===== src/rtl/core/assert_macros.svh =====
// Assertion helpers shared by the RTL. Each assumes signals named clock and reset.
`ifndef ASSERT_MACROS_SVH
`define ASSERT_MACROS_SVH

// Same-cycle implication.
`define EMM_ASSERT_IMPL(label, a, b) \
   label: assert property (@(posedge clock) disable iff (reset) (a) |-> (b)) \
      else $error("assertion failed");

// Next-cycle implication.
`define EMM_ASSERT_NEXT(label, a, b) \
   label: assert property (@(posedge clock) disable iff (reset) (a) |=> (b)) \
      else $error("assertion failed");

`endif


===== src/rtl/core/emm_pkg.sv =====
package emm_pkg;

   localparam int HANDLES = 64;
   localparam int FRAMES = 4;
   localparam int HANDLE_W = (HANDLES > 1) ? $clog2(HANDLES) : 1;
   localparam int FRAME_W = (FRAMES > 1) ? $clog2(FRAMES) : 1;
   localparam int CNT_W = (HANDLE_W > FRAME_W) ? HANDLE_W : FRAME_W;
   localparam int FH_W = HANDLE_W + 1;
   localparam int HIU_W = $clog2(HANDLES + 1);
   localparam int SAVE_DEPTH = HANDLES * FRAMES;
   localparam int SAVE_AW = (SAVE_DEPTH > 1) ? $clog2(SAVE_DEPTH) : 1;

   localparam logic [FH_W-1:0] FH_NONE = '1;
   localparam logic [15:0] NPAGE = 16'hFFFF;
   localparam logic [15:0] VERSION = 16'h0032;
   localparam logic [15:0] MAP_SIZE = 16'd32;
   localparam logic [8:0] EH_NONE = 9'h1FF;
   localparam logic [15:0] TOTAL_PAGES_RST = 16'd64;
   localparam logic [15:0] FRAME_SEG_RST = 16'hD000;

   localparam logic [4:0] CMD_STATUS = 5'd0;
   localparam logic [4:0] CMD_SEGMENT = 5'd1;
   localparam logic [4:0] CMD_PAGES = 5'd2;
   localparam logic [4:0] CMD_ALLOC = 5'd3;
   localparam logic [4:0] CMD_MAP = 5'd4;
   localparam logic [4:0] CMD_FREE = 5'd5;
   localparam logic [4:0] CMD_VERSION = 5'd6;
   localparam logic [4:0] CMD_SAVE = 5'd7;
   localparam logic [4:0] CMD_RESTORE = 5'd8;
   localparam logic [4:0] CMD_HCOUNT = 5'd9;
   localparam logic [4:0] CMD_OWNED = 5'd10;
   localparam logic [4:0] CMD_LIST = 5'd11;
   localparam logic [4:0] CMD_RD_FRAMES = 5'd12;
   localparam logic [4:0] CMD_SET_FRAME = 5'd13;
   localparam logic [4:0] CMD_XCHG_FRAME = 5'd14;
   localparam logic [4:0] CMD_MAP_SIZE = 5'd15;

   localparam logic [2:0] ST_OK = 3'd0;
   localparam logic [2:0] ST_BAD_HANDLE = 3'd1;
   localparam logic [2:0] ST_UNSUP = 3'd2;
   localparam logic [2:0] ST_NO_HANDLES = 3'd3;
   localparam logic [2:0] ST_NO_PAGES = 3'd4;
   localparam logic [2:0] ST_ZERO_PAGES = 3'd5;
   localparam logic [2:0] ST_PAGE_RANGE = 3'd6;
   localparam logic [2:0] ST_BAD_FRAME = 3'd7;

   localparam logic REG_TOTAL_PAGES = 1'b0;
   localparam logic REG_FRAME_SEGMENT = 1'b1;

   typedef enum logic [3:0] {
      OP_IDLE,
      OP_LATCH,
      OP_LOOK,
      OP_EXEC,
      OP_FILL,
      OP_RREAD,
      OP_RAPPLY,
      OP_FOUT,
      OP_LSCAN,
      OP_LOUT
   } dp_op_type;

   typedef struct packed {
      dp_op_type op;
   } emm_cmd_type;

   typedef struct packed {
      logic [4:0] cmd;
      logic ok;
      logic cnt_end;
      logic scan_hit;
      logic list_last;
      logic none_used;
   } emm_sts_type;

endpackage


===== src/rtl/core/emm_ctrl.sv =====
module emm_ctrl import emm_pkg::*; (
   input  logic clock,
   input  logic reset,
   input  logic start,
   input  emm_sts_type sts,
   output emm_cmd_type cmd,
   output logic busy
);

   typedef enum logic [8:0] {
      S_IDLE   = 9'b000000001,
      S_LOOK   = 9'b000000010,
      S_EXEC   = 9'b000000100,
      S_FILL   = 9'b000001000,
      S_RREAD  = 9'b000010000,
      S_RAPPLY = 9'b000100000,
      S_FOUT   = 9'b001000000,
      S_LSCAN  = 9'b010000000,
      S_LOUT   = 9'b100000000
   } state_type;

   state_type state_ff, state_in;

   always_comb begin
      state_in = state_ff;
      cmd.op = OP_IDLE;
      case (state_ff)
         S_IDLE: begin
            if (start) begin
               cmd.op = OP_LATCH;
               state_in = S_LOOK;
            end
         end
         S_LOOK: begin
            cmd.op = OP_LOOK;
            state_in = S_EXEC;
         end
         S_EXEC: begin
            cmd.op = OP_EXEC;
            state_in = S_IDLE;
            case (sts.cmd)
               CMD_ALLOC, CMD_SAVE: begin
                  if (sts.ok) state_in = S_FILL;
               end
               CMD_RESTORE: begin
                  if (sts.ok) state_in = S_RREAD;
               end
               CMD_RD_FRAMES, CMD_XCHG_FRAME: state_in = S_FOUT;
               CMD_LIST: begin
                  if (!sts.none_used) state_in = S_LSCAN;
               end
               default: state_in = S_IDLE;
            endcase
         end
         S_FILL: begin
            cmd.op = OP_FILL;
            if (sts.cnt_end) state_in = S_IDLE;
         end
         S_RREAD: begin
            cmd.op = OP_RREAD;
            state_in = S_RAPPLY;
         end
         S_RAPPLY: begin
            cmd.op = OP_RAPPLY;
            state_in = sts.cnt_end ? S_IDLE : S_RREAD;
         end
         S_FOUT: begin
            cmd.op = OP_FOUT;
            if (sts.cnt_end) state_in = S_IDLE;
         end
         S_LSCAN: begin
            cmd.op = OP_LSCAN;
            if (sts.scan_hit) state_in = S_LOUT;
         end
         S_LOUT: begin
            cmd.op = OP_LOUT;
            state_in = sts.list_last ? S_IDLE : S_LSCAN;
         end
         default: state_in = S_IDLE;
      endcase
   end

   always_ff @(posedge clock) begin
      if (reset) begin
         state_ff <= S_IDLE;
      end else begin
         state_ff <= state_in;
      end
   end

   assign busy = (state_ff != S_IDLE);

endmodule


===== config.mk =====
export PLATFORM = sky130hd
export DESIGN_NAME = emm_ctrl
export DESIGN_NICKNAME = d
export VERILOG_FILES = /design/src/rtl/core/assert_macros.svh /design/src/rtl/core/emm_pkg.sv /design/src/rtl/core/emm_ctrl.sv
export SDC_FILE = /design/constraint.sdc
export NUM_CORES = 1
export LEC_CHECK = 0
export ABC_CLOCK_PERIOD_IN_PS = 2100
export BUFFER_PORTS_ARGS = -buffer_cell sky130_fd_sc_hd__buf_2
export CORE_MARGIN = 4
export CORE_UTILIZATION = 51
export CTS_CLUSTER_DIAMETER = 80
export DETAILED_ROUTE_END_ITERATION = 12
export GPL_TIMING_DRIVEN = 0
export PLACE_DENSITY_LB_ADDON = 0.12
export SYNTH_ARGS = -nofsm -noshare
export SYNTH_HDL_FRONTEND = slang
export SYNTH_SLANG_ARGS = --single-unit
export TNS_END_PERCENT = 5

===== constraint.sdc =====
create_clock -name clock -period 2.1 [get_ports clock]
set_input_delay 0.315 -clock clock [delete_from_list [all_inputs] [get_ports clock]]
set_output_delay 0.315 -clock clock [all_outputs]
set_load 0.1 [all_outputs]

==> results.tsv <==
stage	metric	value	unit
logic_synthesis	ys_types	39	
logic_synthesis	synth-edff-count	0	
final_layout	multi_input_area	584	µm²
clocking	root_buffer	clkbuf_4	
floorplanning	die-area	2160	µm²
logic_synthesis	yosysSeqAreaShare	23.8	%
placement	routabilityCongestion	0.883	
final_layout	num_antenna_cells	0	
final_layout	layout.cells.non_filler	143	
pwr	leakage	0.449	nW
route	via_per_inst	6.20	
timing	max_clock_freq	447	MHz
timing	tns	-225	ps
floorplanning	core	1350	µm²
timing	finalSetupViolCount	3	
critical_path	critPathLaunchType	flip-flop	
placement	place_area	895	µm²
route	antenna_left	0	
clocking	cts_tree	built	
final_layout	final_nets	142	
route	drtIter0Drc	41	
logic_synthesis	ys_ff_latch	9	
clocking	cts.path.max_buffers	2	
timing	fin_ws	-137	ps
status	violations	negative setup slack	
logic_synthesis	synth_flop_cell	dfxtp_1	
route	routed_wl	2240	µm
logic_synthesis	synth_area	756	µm²
timing	fin_crit	2240	ps
floorplanning	die_w	46.5	µm
pwr	power_frac_clock	16.0	%
final_layout	fillers	90	
final_layout	largest_reg_flops	9	
job	max_cap_viol_count	0	
final_layout	area.growth.synth_to_final	42.5	%
timing	finalHoldViolations	0	
critical_path	critPathSlowestCell	or4b_2	
clocking	cts_sinks	9	
grt	overflow	0	
clocking	cts_made_buffers	3	
critical_path	crit_buf_inv	2	
clocking	h-tree-depth	1	
timing	maxSlewHeadroom	67.9	%
final_layout	mostFrequentLayoutCell	buf_2	
clocking	ctsHoldBuffers	0	
critical_path	timing.critical_path.cells	buf_4 > or4b_2 > nor3_2 > or3b_4 > buf_12	
logic_synthesis	syn_inst	101	
critical_path	critPathMaxFanout	3	
grt	gr-usage-all-layers	24.1	%
logic_synthesis	synth_nets	114	
grt	grt_pass1_vias	841	
grt	antenna_found_initial	0	
route	drc	0	
status	outcome	finished, violations left	
logic_synthesis	syn_avg_cell_area	7.48	µm²
pwr	power.density	815	nW/µm²
final_layout	fin_area	1080	µm²
timing	skew	4.88	ps
pwr	p_sw_share	46.9	%
placement	hpwlAfterDp	1490	µm
final_layout	regMostFlops	state_ff	
final_layout	drive_gt1_share	39.1	%
final_layout	seqCellArea	189	µm²
placement	port_buffers	17	
clocking	clk_pin_slew	60	ps
timing	slew_violations	0	
placement	dp_slack	-251	ps
grt	grt_pass1_wl	3670	µm
critical_path	crit_arrival	1920	ps
final_layout	final_cell_mix	14 x buf_2, 12 x nor2_1, 9 x inv_1, 9 x buf_4, 6 x dfxtp_1	
route	drtPass1Iterations	4	
final_layout	reg_top3	state_ff: 9 flops	
logic_synthesis	ys.warnings.count	0	
grt	grt_max_degree	11	
pwr	pwr-share-seq	23.9	%
pwr	vdd_ir_drop_max	525	µV
timing	fin_hold_ws	282	ps
critical_path	cp-end-kind	output port	
critical_path	timing_worst_setup_path_type	flip-flop to output port	
floorplanning	initial_core_util	56.0	%
floorplanning	rows	13	
pwr	power_switching	0.411	mW
placement	dp_cells	133	
floorplanning	fp.dieH	46.5	µm
min_path	hp-class	input pin to flip-flop	
critical_path	cp_top_family	simple AND/OR/NAND/NOR gates	
final_layout	post-route-util	79.8	%
pwr	p_comb_share	60.1	%
timing	rsz0062_at_grt	yes	
critical_path	critical_path_required	1780	ps
critical_path	max_stage_delay	690	ps
timing	fin_crit_sh	107	%
timing	tightest_slew	485	ps
floorplanning	ios	18	
logic_synthesis	async_reset_ff_share	0	%
pwr	p_int	0.467	mW
clocking	clk_latency	270	ps
pwr	p_total	0.878	mW
route	vias	886	
route	wire_per_inst	15.7	µm
layer usage:
metal / vias up / wire (µm) / GRT usage (%) / share of wire [%]
met1: 409 / 849 / 27.3 / 38
li1: 430 / - / - / -
met5: - / 0 / 0 / 0
met3: 6 / 167 / 4.30 / 7.5
met2: 41 / 1170 / 41.5 / 52
met4: 0 / 53 / 13.6 / 2.4
cells by family after synthesis:
group                     synth area share, %
DFF                                      23.8
and+or+nand+nor                          43.5
buffers and inverters                    9.44
AOI/OAI and AO/OA                        16.2
xor gates and xnor gates                 6.95
worst paths after layout:
check | startpoint | endpoint | slack, ps | cells after the start
max reg2reg | state_ff[3] | state_ff[5] | 60 | 7
min | reset | state_ff[7] | 280 | 2
min reg2reg | state_ff[0] | state_ff[2] | 570 | 2
max | state_ff[1] | cmd[2] | -140 | 5
timing repair:
| action | in CTS | in global routing |
|---|---|---|
| buffers inserted | 6 | 3 |
| resized for setup | 25 | 5 |
| setup endpoints to repair | 4 | 9 |
| endpoints found under the hold margin | 0 | 0 |
| pin swaps | 3 | 2 |
cell type report:
type	instances	area share [%]
clock buffers	4	2.44
repair buffers	26	18.9
multi-input cells	77	54.2
well taps	15	1.74
plain buffers	3	1.97
inverters	9	3.14
flip-flops and latches	9	17.5
cells in the mapped netlist, types with 3 or more instances:
library cell	n	share of area [%]
nand2_1	3	1.5
inv_1	9	4.5
xnor2_1	3	3.5
xor2_1	3	3.5
dfxtp_1	9	24
nor4_1	5	4.1
o211ai_1	3	3.0
nor3_1	6	4.0
buf_2	3	2.0
a31oi_1	4	3.3
nor2_1	13	6.5
nand3_1	6	4.0
power groups by stage:
stage               Clock, mW  Sequential (mW)  Combinational, mW
floorplan                   0            0.193              0.360
global placement            0            0.194              0.425
detailed placement          0            0.194              0.429
CTS                     0.139            0.209              0.497
global route            0.149            0.213              0.556
finish                  0.140            0.210              0.528
Power figures use the tool's default switching activity.
